===== src/sv/ptts_pkg.sv =====
`timescale 1ns / 1ps
// ----------------------------------------------------------------------------
// ptts_pkg: shared types for the periodic task tick scheduler
// Operation codes and the command/status bundles between controller and
// datapath.
// ----------------------------------------------------------------------------
package ptts_pkg;

  localparam int OP_W = 3;

  localparam logic [OP_W-1:0] OP_TICK    = 3'd0;
  localparam logic [OP_W-1:0] OP_CREATE  = 3'd1;
  localparam logic [OP_W-1:0] OP_DELETE  = 3'd2;
  localparam logic [OP_W-1:0] OP_SUSPEND = 3'd3;
  localparam logic [OP_W-1:0] OP_RESUME  = 3'd4;

  localparam int DUE_SLOT_W = 3;

  // controller -> datapath
  typedef struct packed {
    logic load;      // capture request from the slave side
    logic rd_start;  // tick: restart slot walk
    logic cmd_exec;  // apply command and emit its status
    logic rd_en;     // read slot entry at walk index
    logic ev_step;   // evaluate entry, write back, advance
    logic fin_emit;  // emit final tick result
  } ptts_cmd_t;

  // datapath -> controller
  typedef struct packed {
    logic in_is_tick;
    logic out_free;
    logic ev_stall;
    logic idx_last;
  } ptts_status_t;

endpackage


===== src/sv/periodic_task_tick_scheduler_top.sv =====
`timescale 1ns / 1ps
// ----------------------------------------------------------------------------
// periodic_task_tick_scheduler_top: periodic task slot scheduler
// Table of periodic task slots driven by tick and slot-management requests.
//
// Slave side: one request per s_tvalid/s_tready handshake; s_tuser is the
// operation (tick, create, delete, suspend, resume), s_tdata the slot index,
// period and first delay. Master side: one or more results per request, the
// final one flagged by m_tlast; m_tuser marks a due slot in m_tdata.
// A command is latched at acceptance and applied once the output register is
// free. A tick walks the table slot by slot (memory read, then evaluate and
// write back, the steps kept apart by the single-port slot memory).
// Due slots come out in ascending index order, one result register deep.
// Requests are taken only while no request is in progress; a finished result
// waiting in the output register does not block the next request.
// A stalled master side holds the walk at the next due slot; nothing is lost.
// Reset (rst, synchronous) clears all present and ready flags; the block
// accepts a request as soon as reset is released.
// ----------------------------------------------------------------------------
module periodic_task_tick_scheduler_top #(
  parameter int NUM_SLOTS  = 8,
  parameter int COUNT_BITS = 16
) (
  input  logic        clk,
  input  logic        rst,
  input  logic        s_tvalid,
  output logic        s_tready,
  input  logic [39:0] s_tdata,   // slot[7:0], period[23:8], first_delay[39:24]
  input  logic [2:0]  s_tuser,   // operation[2:0]
  output logic        m_tvalid,
  input  logic        m_tready,
  output logic [7:0]  m_tdata,   // status[0], due_slot[3:1], zero[7:4]
  output logic [0:0]  m_tuser,   // due_valid[0]
  output logic        m_tlast
);
  import ptts_pkg::*;

  ptts_cmd_t    cmd;
  ptts_status_t status;
  logic         out_status;
  logic [2:0]   out_due_slot;

  ptts_ctrl u_ctrl (
    .clk      (clk),
    .rst      (rst),
    .in_valid (s_tvalid),
    .in_ready (s_tready),
    .status   (status),
    .cmd      (cmd)
  );

  ptts_datapath #(
    .NUM_SLOTS  (NUM_SLOTS),
    .COUNT_BITS (COUNT_BITS)
  ) u_datapath (
    .clk            (clk),
    .rst            (rst),
    .cmd            (cmd),
    .status         (status),
    .in_op          (s_tuser),
    .in_slot        (s_tdata[7:0]),
    .in_period      (s_tdata[23:8]),
    .in_first_delay (s_tdata[39:24]),
    .out_valid      (m_tvalid),
    .out_ready      (m_tready),
    .out_status     (out_status),
    .out_due_valid  (m_tuser[0]),
    .out_due_slot   (out_due_slot),
    .out_last       (m_tlast)
  );

  assign m_tdata = {4'b0000, out_due_slot, out_status};

endmodule


===== src/sv/ptts_ctrl.sv =====
`timescale 1ns / 1ps
// ----------------------------------------------------------------------------
// ptts_ctrl: scheduler sequencer
// One-hot state machine that takes a request, runs a command in one step or
// walks the slot table for a tick, and waits if a result meets a held output.
// ----------------------------------------------------------------------------
module ptts_ctrl (
  input  logic                  clk,
  input  logic                  rst,
  input  logic                  in_valid,
  output logic                  in_ready,
  input  ptts_pkg::ptts_status_t status,
  output ptts_pkg::ptts_cmd_t    cmd
);
  import ptts_pkg::*;

  typedef enum logic [4:0] {
    ST_IDLE = 5'b00001,
    ST_CMD  = 5'b00010,
    ST_RD   = 5'b00100,
    ST_EV   = 5'b01000,
    ST_FIN  = 5'b10000
  } state_t;

  state_t state, state_next;

  always_ff @(posedge clk) begin
    if (rst) begin
      state <= ST_IDLE;
    end else begin
      state <= state_next;
    end
  end

  assign in_ready = (state == ST_IDLE);

  always_comb begin
    state_next   = state;
    cmd          = '0;
    case (state)
      ST_IDLE: begin
        if (in_valid) begin
          cmd.load = 1'b1;
          if (status.in_is_tick) begin
            cmd.rd_start = 1'b1;
            state_next   = ST_RD;
          end else begin
            state_next   = ST_CMD;
          end
        end
      end
      ST_CMD: begin
        if (status.out_free) begin
          cmd.cmd_exec = 1'b1;
          state_next   = ST_IDLE;
        end
      end
      ST_RD: begin
        cmd.rd_en  = 1'b1;
        state_next = ST_EV;
      end
      ST_EV: begin
        if (!status.ev_stall) begin
          cmd.ev_step = 1'b1;
          state_next  = status.idx_last ? ST_FIN : ST_RD;
        end
      end
      ST_FIN: begin
        if (status.out_free) begin
          cmd.fin_emit = 1'b1;
          state_next   = ST_IDLE;
        end
      end
      default: begin
        state_next = ST_IDLE;
      end
    endcase
  end

endmodule


===== src/sv/ptts_datapath.sv =====
`timescale 1ns / 1ps
// ----------------------------------------------------------------------------
// ptts_datapath: slot table and result register
// Present/ready flags in flops, period and countdown in a one-port memory,
// the walk index, the held due result and the master-side output register.
// ----------------------------------------------------------------------------
module ptts_datapath #(
  parameter int NUM_SLOTS  = 8,
  parameter int COUNT_BITS = 16
) (
  input  logic                   clk,
  input  logic                   rst,
  input  ptts_pkg::ptts_cmd_t    cmd,
  output ptts_pkg::ptts_status_t status,
  input  logic [2:0]             in_op,
  input  logic [7:0]             in_slot,
  input  logic [15:0]            in_period,
  input  logic [15:0]            in_first_delay,
  output logic                   out_valid,
  input  logic                   out_ready,
  output logic                   out_status,
  output logic                   out_due_valid,
  output logic [2:0]             out_due_slot,
  output logic                   out_last
);
  import ptts_pkg::*;

  localparam int IDX_W = (NUM_SLOTS > 1) ? $clog2(NUM_SLOTS) : 1;
  localparam int ENT_W = 2 * COUNT_BITS;

  // latched request
  logic [OP_W-1:0]       op_q;
  logic [7:0]            slot_q;
  logic [COUNT_BITS-1:0] period_q;
  logic [COUNT_BITS-1:0] delay_q;

  logic [NUM_SLOTS-1:0]  slot_present;
  logic [NUM_SLOTS-1:0]  slot_ready;

  // entry = {period, countdown}; only used while the slot is ready, so a used
  // entry is always written by a create first
  logic [ENT_W-1:0]      slot_mem [NUM_SLOTS];
  logic [ENT_W-1:0]      rd_data;
  logic                  mem_we;
  logic [IDX_W-1:0]      mem_waddr;
  logic [ENT_W-1:0]      mem_wdata;

  logic [IDX_W-1:0]      idx;
  logic                  pend_valid;
  logic [IDX_W-1:0]      pend_slot;

  logic [IDX_W-1:0]      cmd_idx;
  logic                  in_range;
  logic                  cmd_err;
  logic [COUNT_BITS-1:0] cur_count;
  logic [COUNT_BITS-1:0] cur_period;
  logic [COUNT_BITS-1:0] dec_count;
  logic                  due;
  logic                  out_free;
  logic                  ev_emit;
  logic                  emit;

  assign out_free = !out_valid || out_ready;

  assign cmd_idx  = slot_q[IDX_W-1:0];
  assign in_range = slot_q < 8'(NUM_SLOTS);

  assign cur_count  = rd_data[COUNT_BITS-1:0];
  assign cur_period = rd_data[ENT_W-1:COUNT_BITS];
  assign dec_count  = (cur_count != '0) ? cur_count - COUNT_BITS'(1) : cur_count;
  assign due        = slot_ready[idx] && (dec_count == '0);
  assign ev_emit    = cmd.ev_step && due && pend_valid;
  assign emit       = cmd.cmd_exec || ev_emit || cmd.fin_emit;

  assign status.in_is_tick = (in_op == OP_TICK);
  assign status.out_free   = out_free;
  assign status.ev_stall   = due && pend_valid && !out_free;
  assign status.idx_last   = (idx == IDX_W'(NUM_SLOTS - 1));

  always_ff @(posedge clk) begin
    if (cmd.load) begin
      op_q     <= in_op;
      slot_q   <= in_slot;
      period_q <= COUNT_BITS'(in_period);
      delay_q  <= COUNT_BITS'(in_first_delay);
    end
  end

  // command decode
  always_comb begin
    cmd_err = 1'b0;
    if (!in_range) begin
      cmd_err = 1'b1;
    end else begin
      case (op_q)
        OP_CREATE: cmd_err = (period_q == '0);
        OP_DELETE,
        OP_SUSPEND: cmd_err = 1'b0;
        OP_RESUME: cmd_err = !slot_present[cmd_idx];
        default: cmd_err = 1'b1;
      endcase
    end
  end

  always_ff @(posedge clk) begin
    if (rst) begin
      slot_present <= '0;
      slot_ready   <= '0;
    end else if (cmd.cmd_exec && !cmd_err) begin
      case (op_q)
        OP_CREATE: begin
          slot_present[cmd_idx] <= 1'b1;
          slot_ready[cmd_idx]   <= 1'b1;
        end
        OP_DELETE: begin
          slot_present[cmd_idx] <= 1'b0;
          slot_ready[cmd_idx]   <= 1'b0;
        end
        OP_SUSPEND: slot_ready[cmd_idx] <= 1'b0;
        OP_RESUME:  slot_ready[cmd_idx] <= 1'b1;
        default: ;
      endcase
    end
  end

  // memory write: create from the command path, reload/decrement from the walk
  always_comb begin
    mem_we    = 1'b0;
    mem_waddr = idx;
    mem_wdata = {cur_period, due ? cur_period : dec_count};
    if (cmd.cmd_exec) begin
      mem_we    = !cmd_err && (op_q == OP_CREATE);
      mem_waddr = cmd_idx;
      mem_wdata = {period_q, delay_q};
    end else if (cmd.ev_step) begin
      mem_we    = slot_ready[idx];
    end
  end

  always_ff @(posedge clk) begin
    if (mem_we) begin
      slot_mem[mem_waddr] <= mem_wdata;
    end
    if (cmd.rd_en) begin
      rd_data <= slot_mem[idx];
    end
  end

  // walk index and the due slot held back until we know whether it is last
  always_ff @(posedge clk) begin
    if (rst) begin
      idx        <= '0;
      pend_valid <= 1'b0;
    end else begin
      if (cmd.rd_start) begin
        idx        <= '0;
        pend_valid <= 1'b0;
      end else if (cmd.ev_step) begin
        if (!status.idx_last) begin
          idx <= idx + IDX_W'(1);
        end
        if (due) begin
          pend_valid <= 1'b1;
        end
      end else if (cmd.fin_emit) begin
        pend_valid <= 1'b0;
      end
    end
  end

  always_ff @(posedge clk) begin
    if (cmd.ev_step && due) begin
      pend_slot <= idx;
    end
  end

  // output register
  always_ff @(posedge clk) begin
    if (rst) begin
      out_valid <= 1'b0;
    end else if (emit) begin
      out_valid <= 1'b1;
    end else if (out_ready) begin
      out_valid <= 1'b0;
    end
  end

  always_ff @(posedge clk) begin
    if (cmd.cmd_exec) begin
      out_status    <= cmd_err;
      out_due_valid <= 1'b0;
      out_due_slot  <= '0;
      out_last      <= 1'b1;
    end else if (ev_emit) begin
      out_status    <= 1'b0;
      out_due_valid <= 1'b1;
      out_due_slot  <= DUE_SLOT_W'(pend_slot);
      out_last      <= 1'b0;
    end else if (cmd.fin_emit) begin
      out_status    <= 1'b0;
      out_due_valid <= pend_valid;
      out_due_slot  <= pend_valid ? DUE_SLOT_W'(pend_slot) : '0;
      out_last      <= 1'b1;
    end
  end

  a_ready_implies_present: assert property (@(posedge clk) disable iff (rst)
    (slot_ready & ~slot_present) == '0)
    else $error("ready slot without present flag");

  a_no_pend_in_cmd: assert property (@(posedge clk) disable iff (rst)
    cmd.cmd_exec |-> !pend_valid)
    else $error("held due slot during a command");

  a_emit_needs_room: assert property (@(posedge clk) disable iff (rst)
    emit |-> out_free)
    else $error("result overwrote an untaken result");

  a_fin_clears_pend: assert property (@(posedge clk) disable iff (rst)
    cmd.fin_emit |=> !pend_valid)
    else $error("held due slot survived end of tick");

endmodule


===== config.mk =====
export PLATFORM = sky130hd
export DESIGN_NAME = periodic_task_tick_scheduler_top
export DESIGN_NICKNAME = d
export VERILOG_FILES = /design/src/sv/ptts_pkg.sv /design/src/sv/periodic_task_tick_scheduler_top.sv /design/src/sv/ptts_ctrl.sv /design/src/sv/ptts_datapath.sv
export SDC_FILE = /design/constraint.sdc
export NUM_CORES = 1
export LEC_CHECK = 0
export BUFFER_PORTS_ARGS = -buffer_cell sky130_fd_sc_hd__buf_2
export CORE_MARGIN = 2
export CORE_UTILIZATION = 45
export CTS_CLUSTER_SIZE = 14
export DETAILED_ROUTE_END_ITERATION = 7
export PLACE_DENSITY = 0.68
export RECOVER_POWER = 100
export SYNTH_ARGS = -nofsm -noshare
export SYNTH_HDL_FRONTEND = slang
export SYNTH_SLANG_ARGS = --single-unit

===== constraint.sdc =====
create_clock -name clk -period 7.1 [get_ports clk]
set_input_delay 1.065 -clock clk [delete_from_list [all_inputs] [get_ports clk]]
set_output_delay 1.065 -clock clk [all_outputs]
set_load 0.1 [all_outputs]

==> key figures, run 1 <==
Status
  • Status: complete, but fails checks
  • Failing checks: capacitance limit, slew limit

Pwr
  • Leakage: 5.25 nW
  • Worst VDD drop: 0.000230 V
  • Final Power: 4.33 mW
  • Int Pwr: 3.44 mW
  • Switching part of the total: 20.5%
  • Clock power frac: 42.1%
  • P per Cell Area: 259 nW/um^2
  • Comb power frac: 2.6%
  • NetSw: 886 uW
  • Sequential share of power: 55.2%

Logic synthesis
  • Cells after Synth: 871
  • Synth Flop Type: edfxtp_1
  • Part of the Yosys area used for sequential elements: 71.9%
  • Syn. warnings: 0
  • EDFF count, synth: 335
  • Mapped Avg Cell Area: 17.1 um^2
  • Distinct cells, synth: 61
  • Seq cells post-synth: 366
  • Syn Std Cell Area: 14900 um^2
  • Synth async-reset ratio: 0%

CTS
  • CTS tree: done
  • CTS H-tree depth: 2
  • Cts hold-fix bufs: 0
  • Clk_lat worst skew: 0.52 ns
  • Clk slew on worst S/H paths: 0.06 ns
  • Post-CTS Setup Bufs: 0
  • Clock Tree Root: clkbuf_16
  • Post-cts resize count: 0
  • CTS sink count: 366
  • Total CTS buffers: 38
  • Clock buffer depth: 3

Finish
  • Ant diodes: 0
  • Area growth, synth to finish: 12.4%
  • Layout cells sized above 1: 23.1%
  • Nets: 986

Critical path
  • Slowest cell on crit path: clkbuf_1
  • Crit path max-delay family: buffers and inverters
  • CP max FO: 70
  • Setup CP Type: reg2reg
  • Critical Path RT: 7.23 ns
  • CP Data Arrival Time: 5.56 ns
  • Crit-path cells: clkbuf_1 > nand3_1 > o21a_1 > nor3_2 > clkbuf_2
  • Crit. End Element: flop
  • CP bufs+invs: 2
  • CP max stage delay: 3.08 ns
  • Worst setup SP type: flop

Routing
  • Vias: 8098
  • Wirelength per Cell: 22.8 um
  • Routed WL: 32100 um
  • DRC: 0
  • Drt pass-1 iters: 5
  • Vias per cell: 5.76
  • DRT iter0 DRCs: 754
  • Antenna-violating nets left: 0

Die
  • Die ar.: 34500 um^2
  • Num ports: 59
  • Core region area: 32500 um^2
  • Die width: 186 um
  • Core Rows: 66
  • Starting density of the core: 45.7%
  • Die Y: 186 um

STA
  • Max Transition Viols Final: 279
  • Max Freq: 184 MHz
  • PnR worst setup slack: 1.67 ns
  • Final hold violation count: 0
  • Final period util: 76.4%
  • Final setup fails: 0
  • TNS Setup: 0 ns
  • Clock Skew: 0.00840 ns
  • Slew @ Worst Pin: 4.39 ns
  • Shortest period the worst path allows: 5.43 ns
  • Max_slew headroom: -193%
  • Unrepaired setup endpoints after global routing: no

GRT
  • GRT Residual Overflow: 0
  • All-Layer GR Usage: 19.2%
  • Initial antenna violation count: 0
  • Pin count of the biggest net entering global routing: 71
  • First-pass GRT wire length: 49000 um
  • Vias in the first global route: 8018

Place
  • Setup WS pre-CTS: 2.45 ns
  • PortBufs: 54
  • Final RePlAce weighted congestion: 0.844
  • Post-DP HPWL: 19300 um

Min path
  • Worst Hold Class: reg2reg

Run
  • Max-cap violations: 6
tightest hold or removal path, cell delays in order, from the launching register on:
cell	delay, ns
dfxtp_1	0.31
nand2_1	0.05
mux2i_1	0.05
logic make-up (layout without fill, tap and decap cells):
| logic type | count (synthesis) | in the layout | synth area share (%) |
|---|---|---|---|
| flops | 366 | 366 | 71.9 |
| simple gates | 220 | 220 | 7.27 |
| mux | 120 | 120 | 13.9 |
| compound gates | 95 | 95 | 4.48 |
| buf+inv | 60 | 151 | 1.84 |
| xor+xnor | 6 | 6 | 0.354 |
| fa+ha+maj | 3 | 3 | 0.253 |
| other cells | 1 | 4 | 0.0252 |
layer usage:
metal | share of wire [%] | vias up | track usage, % | wire length, um
li1 | - | 3593 | - | -
met3 | 5.8 | 51 | 2.88 | 1860
met1 | 43 | 4151 | 27.2 | 13900
met4 | 2.2 | 0 | 5.67 | 697
met2 | 49 | 303 | 31.1 | 15600
met5 | 0 | - | 0 | 0
through the flow:
stage | hold WS (ns) | util, % | instances | cell area [um^2]
3_3_place_gp | 0.443 | 48.1 | 1338 | 15600
2_1_floorplan | 0.432 | - | 874 | 14900
3_5_place_dp | 0.453 | 48.1 | 1338 | 15600
4_1_cts | 0.464 | 51.6 | 1407 | 16800
6_report | 0.462 | 51.3 | 1407 | 16700
5_1_grt | 0.484 | 51.3 | 1407 | 16700
sequential cells by signal (all words and copies together), names as in the netlist, 3 cells and up, named ones only:
register	cells
u_datapath.slot_mem	256
u_datapath.rd_data	32
u_datapath.delay_q	16
u_datapath.period_q	16
u_datapath.slot_q	8
u_ctrl.state	5
u_datapath.idx	3
u_datapath.op_q	3
u_datapath.out_due_slot	3
u_datapath.pend_slot	3
power by group through the flow:
stage | Clock, mW | Combinational [mW] | Sequential (mW)
2_1_floorplan | 0 | 0.0656 | 2.44
3_3_place_gp | 0 | 0.114 | 2.43
3_5_place_dp | 0 | 0.117 | 2.43
4_1_cts | 1.86 | 0.117 | 2.39
5_1_grt | 1.95 | 0.125 | 2.39
6_report | 1.82 | 0.115 | 2.39
area by class of cell:
cell class                 count  area [um^2]
clock buffer                  50         1020
clock inverter                19          118
fill                        2699        15800
inverter                      11         41.3
multi-input combinational    448         3930
sequential                   366        10700
tap                          442          553
timing repair buffer          71          364
path summary, 6_finish.rpt:
kind,start,end,slack (ns),cells past startpoint
worst min-delay path,u_datapath.out_due_slot[1],u_datapath.out_due_slot[1],0.46,2
worst min register to register,u_datapath.out_due_slot[1],u_datapath.out_due_slot[1],0.46,2
worst max register to register,u_datapath.idx[1],u_datapath.slot_mem[3][7],1.67,5
worst max-delay path,u_datapath.idx[1],u_datapath.slot_mem[3][7],1.67,5
cells in the mapped netlist (3+ instances only):
cell / instances / area share, %
a31oi_1: 20 / 0.84
and2_1: 4 / 0.17
clkbuf_1: 28 / 0.71
mux4_2: 66 / 10
nand4_1: 4 / 0.17
nor3_2: 3 / 0.20
mux2_2: 34 / 2.6
ha_1: 3 / 0.25
xor2_1: 3 / 0.18
nand3_1: 10 / 0.34
o21a_1: 5 / 0.25
nand2_1: 92 / 2.3
nor2_1: 36 / 0.91
inv_1: 11 / 0.28
nand2b_1: 6 / 0.25
dfxtp_1: 31 / 4.2
buf_4: 7 / 0.35
o21ai_0: 6 / 0.20
nor3b_1: 4 / 0.20
nor4_1: 8 / 0.34
buf_1: 10 / 0.25
a211oi_1: 10 / 0.51
a41oi_1: 3 / 0.18
or4_1: 3 / 0.15
edfxtp_1: 335 / 68
a21oi_1: 27 / 0.91
or3_1: 10 / 0.42
and3_1: 3 / 0.13
xnor2_1: 3 / 0.18
mux2i_1: 20 / 1.3
o211ai_1: 3 / 0.15
nor3_1: 21 / 0.71
nor2b_1: 6 / 0.25
layout by cell type, fill, tap and decap left out, drive strengths merged, types with 3 or more instances in the layout:
cell and count:
a211oi 10, a21oi 27, a31oi 20, a41oi 4
and2 4, and3 3, buf 55, clkbuf 66
clkinv 16, conb 4, dfxtp 31, edfxtp 335
ha 3, inv 12, mux2 34, mux2i 20
mux4 66, nand2 92, nand2b 6, nand3 11
nand4 4, nor2 36, nor2b 6, nor3 24
nor3b 4, nor4 11, o2111ai 3, o211ai 3
o21a 6, o21ai 7, o41ai 3, or3 10
or4 3, xnor2 3, xor2 3
Power figures use the tool's default switching activity.
==> run 2, diff against run 1 <==
==> constraint.sdc (replaced) <==
create_clock -name clk -period 5.5 [get_ports clk]
set_input_delay 0.825 -clock clk [delete_from_list [all_inputs] [get_ports clk]]
set_output_delay 0.825 -clock clk [all_outputs]
set_load 0.1 [all_outputs]
==> run 2 against run 1 <==
Compared with the run above: the flow still finishes with violations (capacitance limit, slew limit); sequential share of layout area rose by 0.13 points; sequential power rose by 29%; first-iteration DRC count fell by 3.8%; via count fell by 0.96%; design area fell by 0.17%; critical endpoint is now u_datapath.slot_mem[4][4]; maximum frequency rose by 15%; cell count fell by 0.14%; non-clock buffer count rose by 1.
==> key figures, run 2 (same netlist as run 1, synthesis figures left out) <==
Status
  • Status: complete, but fails checks
  • Failing checks: capacitance limit, slew limit

Pwr
  • Worst VDD drop: 0.000291 V
  • Leakage: 5.23 nW
  • P per Cell Area: 334 nW/um^2

CTS
  • Post-cts resize count: 0
  • Cts hold-fix bufs: 0
  • Total CTS buffers: 37
  • Clk slew on worst S/H paths: 0.06 ns
  • CTS tree: done
  • Post-CTS Setup Bufs: 0
  • Clock Tree Root: clkbuf_16
  • CTS H-tree depth: 2
  • Clk_lat worst skew: 0.52 ns
  • Clock buffer depth: 3
  • CTS sink count: 366

Routing
  • Met2 Wirelength: 15200 um
  • DRT iter0 DRCs: 725
  • Drt pass-1 iters: 5
  • Met3 routed WL: 2000 um
  • Vias per cell: 5.71
  • Vias: 8020
  • Antenna-violating nets left: 0
  • DRC: 0
  • Met1 Wirelength: 13800 um
  • Routed WL: 31700 um
  • Highest metal used: met4
  • Wirelength per Cell: 22.6 um

Critical path
  • Setup CP Type: reg2reg
  • Worst setup path endpoint: u_datapath.slot_mem[4][4]
  • Reg2Reg Setup Slack: 0.80 ns
  • Crit. End Element: flop
  • Reg-to-Reg Start: u_datapath.rd_data[0]
  • Critical Path RT: 5.51 ns
  • CP Data Arrival Time: 4.72 ns
  • Worst setup SP type: flop
  • Critical path startpoint: u_datapath.rd_data[0]
  • Reg2reg end: u_datapath.slot_mem[4][4]
  • Worst r2r path cells: 10
  • CP max FO: 32

Finish
  • Largest register FFs: 256
  • Most common cell after layout, fill and taps aside: edfxtp_1
  • Area growth, synth to finish: 12.2%
  • Ant diodes: 0
  • Top reg by flops: u_datapath.slot_mem
  • Layout cells sized above 1: 21.9%
  • Nets: 986
  • Post-route insts no fill: 1405
  • Most frequent cells in the layout: 335 x edfxtp_1, 91 x nand2_1, 66 x mux4_2
  • Top Registers: u_datapath.slot_mem (256), u_datapath.rd_data (32)

STA
  • WHS: 0.460 ns
  • Shortest period the worst path allows: 4.70 ns
  • Max Freq: 213 MHz
  • Max Transition Viols Final: 143
  • Clock Skew: 0.0155 ns
  • Final setup fails: 0
  • Unrepaired setup endpoints after global routing: no
  • TNS Setup: 0 ns
  • Slew @ Worst Pin: 3.87 ns
  • Final hold violation count: 0
  • Max_slew headroom: -158%
  • Final period util: 85.5%

Die
  • Core region area: 32500 um^2
  • Starting density of the core: 45.7%
  • Die Y: 186 um
  • Die ar.: 34500 um^2
  • Num ports: 59
  • Die width: 186 um
  • Core Rows: 66

GRT
  • GRT Residual Overflow: 0
  • Initial antenna violation count: 0
  • Pin count of the biggest net entering global routing: 62
  • Vias in the first global route: 7958
  • First-pass GRT wire length: 48500 um
  • All-Layer GR Usage: 19.0%

Place
  • Final RePlAce weighted congestion: 0.915
  • Cell Count Post-Placement: 1339
  • PortBufs: 54
  • Post-DP HPWL: 19300 um

Min path
  • Worst Hold Class: reg2reg

Run
  • Max-cap violations: 3
[run 2: cell types whose count changed in the layout (fill, tap and decap cells not counted), sizes merged]
cell,change
clkinvlp,-1
buf,-5
clkinv,-2
clkbuf,+6
[run 2: cell type report]
cell class / instances / area [um^2]
Multi-Input combinational cell: 448 / 3900
Timing Repair Buffer: 72 / 358
Sequential cell: 366 / 10700
Inverter: 11 / 41.3
Clock buffer: 50 / 1040
Fill cell: 2675 / 15900
Clock inverter: 16 / 97.6
Tap cell: 442 / 553
[run 2: layer usage]
metal / vias up / global-route usage, %
li1: 3589 / -
met1: 4091 / 26.8
met2: 291 / 31.0
met3: 49 / 2.80
met4: 0 / 5.26
met5: - / 0
[run 2: critical path: stages (launching register included)]
cell and delay, ns:
edfxtp_1 0.49, inv_1 0.14, ha_1 0.27, nor2b_1 0.37
nand4_1 0.29, o32ai_1 0.40, o2111ai_2 0.20, nor4_1 0.90
o21a_1 0.38, nor3_2 0.08, clkbuf_2 0.66
[run 2: per-stage QoR]
step | setup slack, ns | utilization [%] | total power, mW | area (um^2)
floorplan | 0.653 | - | 3.23 | 14900
global placement | 1.18 | 48.1 | 3.29 | 15700
detailed placement | 1.18 | 48.1 | 3.29 | 15700
CTS | 1.14 | 51.6 | 5.63 | 16800
global route | 0.493 | 51.3 | 5.75 | 16700
finish | 0.798 | 51.3 | 5.57 | 16700
[run 2: worst min-delay path by stage]
stage / from / to / slack [ns] / cells after the start
finish: flop / flop / 0.46 / 2
global route: s_tdata[19] / u_datapath.period_q[11] / 0.47 / 1
CTS: flop / flop / 0.46 / 2
detailed placement: flop / flop / 0.45 / 2
global placement: flop / flop / 0.45 / 2
floorplan: flop / flop / 0.43 / 2
[run 2: where the power goes]
group	switching [mW]	total, mW	internal (mW)
Combinational	0.113	0.145	0.0326
Sequential	0.0266	3.08	3.06
Clock	0.979	2.35	1.37
==> run 3, diff against run 2 <==
--- a/config.mk
+++ b/config.mk
@@ -6,12 +6,12 @@
 export NUM_CORES = 1
 export LEC_CHECK = 0
 export BUFFER_PORTS_ARGS = -buffer_cell sky130_fd_sc_hd__buf_2
-export CORE_MARGIN = 2
 export CORE_UTILIZATION = 45
 export CTS_CLUSTER_SIZE = 14
 export DETAILED_ROUTE_END_ITERATION = 7
 export PLACE_DENSITY = 0.68
 export RECOVER_POWER = 100
+export SETUP_SLACK_MARGIN = 0.1
 export SYNTH_ARGS = -nofsm -noshare
 export SYNTH_HDL_FRONTEND = slang
 export SYNTH_SLANG_ARGS = --single-unit
==> run 3 against run 2 <==
Compared with the run above: the run still ends with capacitance limit, slew limit left; sequential cell count unchanged; non-clock buffer count decreased by 1; clock skew increased by 0.0038 ns; design area increased by 0.74%; cell count increased by 0.14%; die area decreased by 2.1%; critical path depth decreased by 6; via count about the same; maximum frequency decreased by 1.0%; clock power increased by 11%; worst setup slack got worse by 0.049 ns; wire length decreased by 0.83%; critical endpoint is now u_datapath.slot_mem[6][9]; largest cell class unchanged.
==> key figures, run 3 (same netlist as run 1, synthesis figures left out) <==
GRT
  • All-Layer GR Usage: 19.2%
  • Initial antenna violation count: 0
  • Pin count of the biggest net entering global routing: 53
  • Grt met3 use: 3.70%
  • GRT Residual Overflow: 0
  • Met2 Use GR: 31.5%
  • Gr busiest metal: met2
  • First-pass GRT wire length: 48200 um
  • Vias in the first global route: 8157
  • Global routing usage on met1: 26.2%

CTS
  • Post-cts resize count: 0
  • Clock Tree Root: clkbuf_16
  • Total CTS buffers: 38
  • CTS sink count: 366
  • Clk_lat worst skew: 0.53 ns
  • CTS tree: done
  • Clk slew on worst S/H paths: 0.06 ns
  • Post-CTS Setup Bufs: 0
  • CTS H-tree depth: 2
  • Cts hold-fix bufs: 0
  • Clock buffer depth: 3

Finish
  • Layout cells sized above 1: 22.8%
  • Largest register FFs: 256
  • Most common cell after layout, fill and taps aside: edfxtp_1
  • Final Util: 51.6%
  • Top reg by flops: u_datapath.slot_mem
  • FF/Latch Area: 10700 um^2
  • Area of the multi-input gates: 3890 um^2
  • Top Registers: u_datapath.slot_mem (256), u_datapath.rd_data (32)
  • Area growth, synth to finish: 13.0%
  • Layout fillers: 2647
  • Most frequent cells in the layout: 335 x edfxtp_1, 92 x nand2_1, 66 x mux4_2
  • Ant diodes: 0
  • Nets: 986

Critical path
  • Crit-path cells: clkbuf_1 > mux2i_1 > nor3_2 > buf_4
  • CP max FO: 37
  • Slowest cell on crit path: clkbuf_1
  • CP Data Arrival Time: 4.94 ns
  • Crit. path cell count: 4
  • CP bufs+invs: 2
  • Setup CP Type: reg2reg
  • Reg2reg end: u_datapath.slot_mem[6][9]
  • Worst r2r path cells: 4
  • CP max stage delay: 1.93 ns
  • Critical Path RT: 5.68 ns
  • Crit. End Element: flop
  • Worst setup SP type: flop
  • Worst setup path endpoint: u_datapath.slot_mem[6][9]
  • Critical path startpoint: u_datapath.idx[2]
  • Reg-to-Reg Start: u_datapath.idx[2]
  • Crit path max-delay family: buffers and inverters
  • Reg2Reg Setup Slack: 0.75 ns

Die
  • Starting density of the core: 45.7%
  • Core region area: 32500 um^2
  • Die width: 184 um
  • Die ar.: 33800 um^2
  • Num ports: 59
  • Core Rows: 66
  • Die Y: 184 um

Routing
  • Vias: 8018
  • Wirelength per Cell: 22.4 um
  • Routed WL: 31500 um
  • Vias per cell: 5.70
  • Antenna-violating nets left: 0
  • DRC: 0
  • DRT iter0 DRCs: 594
  • Drt pass-1 iters: 5

Pwr
  • P per Cell Area: 348 nW/um^2
  • Leakage: 5.29 nW
  • Worst VDD drop: 0.000270 V

STA
  • Final period util: 86.4%
  • Unrepaired setup endpoints after global routing: no
  • Slew @ Worst Pin: 2.74 ns
  • PnR worst setup slack: 0.749 ns
  • Clock Skew: 0.0193 ns
  • WHS: 0.460 ns
  • Final setup fails: 0
  • Max Freq: 210 MHz
  • Shortest period the worst path allows: 4.75 ns
  • Max Transition Viols Final: 172
  • Max_slew headroom: -82.8%
  • TNS Setup: 0 ns
  • Final hold violation count: 0

Status
  • Status: complete, but fails checks
  • Failing checks: capacitance limit, slew limit

Min path
  • Worst Hold Class: reg2reg

Place
  • Post-DP HPWL: 19000 um
  • PortBufs: 54
  • Final RePlAce weighted congestion: 0.872
  • Setup WS pre-CTS: 1.20 ns

Run
  • Max-cap violations: 4
run 3: cell types whose count changed in the layout (fill, tap and decap cells not counted), sizes merged:
cell and change:
clkinv -3, inv +1, bufinv +4, clkbuf -4
buf +2, clkinvlp +2
run 3: per-stage QoR:
step,cells,power [mW],area (um^2)
floorplan,874,3.23,14900
global placement,1338,3.29,15600
detailed placement,1338,3.29,15600
CTS,1407,5.88,16900
global route,1407,5.99,16800
finish,1407,5.84,16800
run 3: worst min path at each step:
| stage | end | cells past startpoint | start |
|---|---|---|---|
| floorplan | flop | 2 | flop |
| global placement | flop | 2 | flop |
| detailed placement | flop | 2 | flop |
| CTS | u_datapath.slot_q[1] | 1 | s_tdata[1] |
| global route | u_datapath.period_q[0] | 1 | s_tdata[8] |
| finish | flop | 2 | flop |
run 3: area by class of cell:
type,count,area share (%)
flip-flops and latches,366,63.6
multi-input cells,448,23.2
clock buffers,49,6.15
well taps,442,3.29
repair buffers,71,2.13
clock inverters,20,1.39
inverters,11,0.246
run 3: worst reg2reg max path, cell delays in order (launching register included):
cell	delay, ns
dfxtp_2	0.33
clkbuf_1	1.93
mux2i_1	0.53
nor3_2	1.12
buf_4	0.50
run 3: layer usage:
metal / wire length [um] / part of all wire [%]
met1: 13400 / 43
met4: 595 / 1.9
met3: 2020 / 6.4
met5: 0 / 0
met2: 15400 / 49
run 3: power by group:
part           leakage [nW]  total, mW  internal, mW  switching, mW
Combinational          1.40      0.147        0.0330          0.114
Sequential             3.28       3.09          3.06         0.0282
Clock                 0.614       2.61          1.57           1.04
Total                  5.29       5.84          4.66           1.18
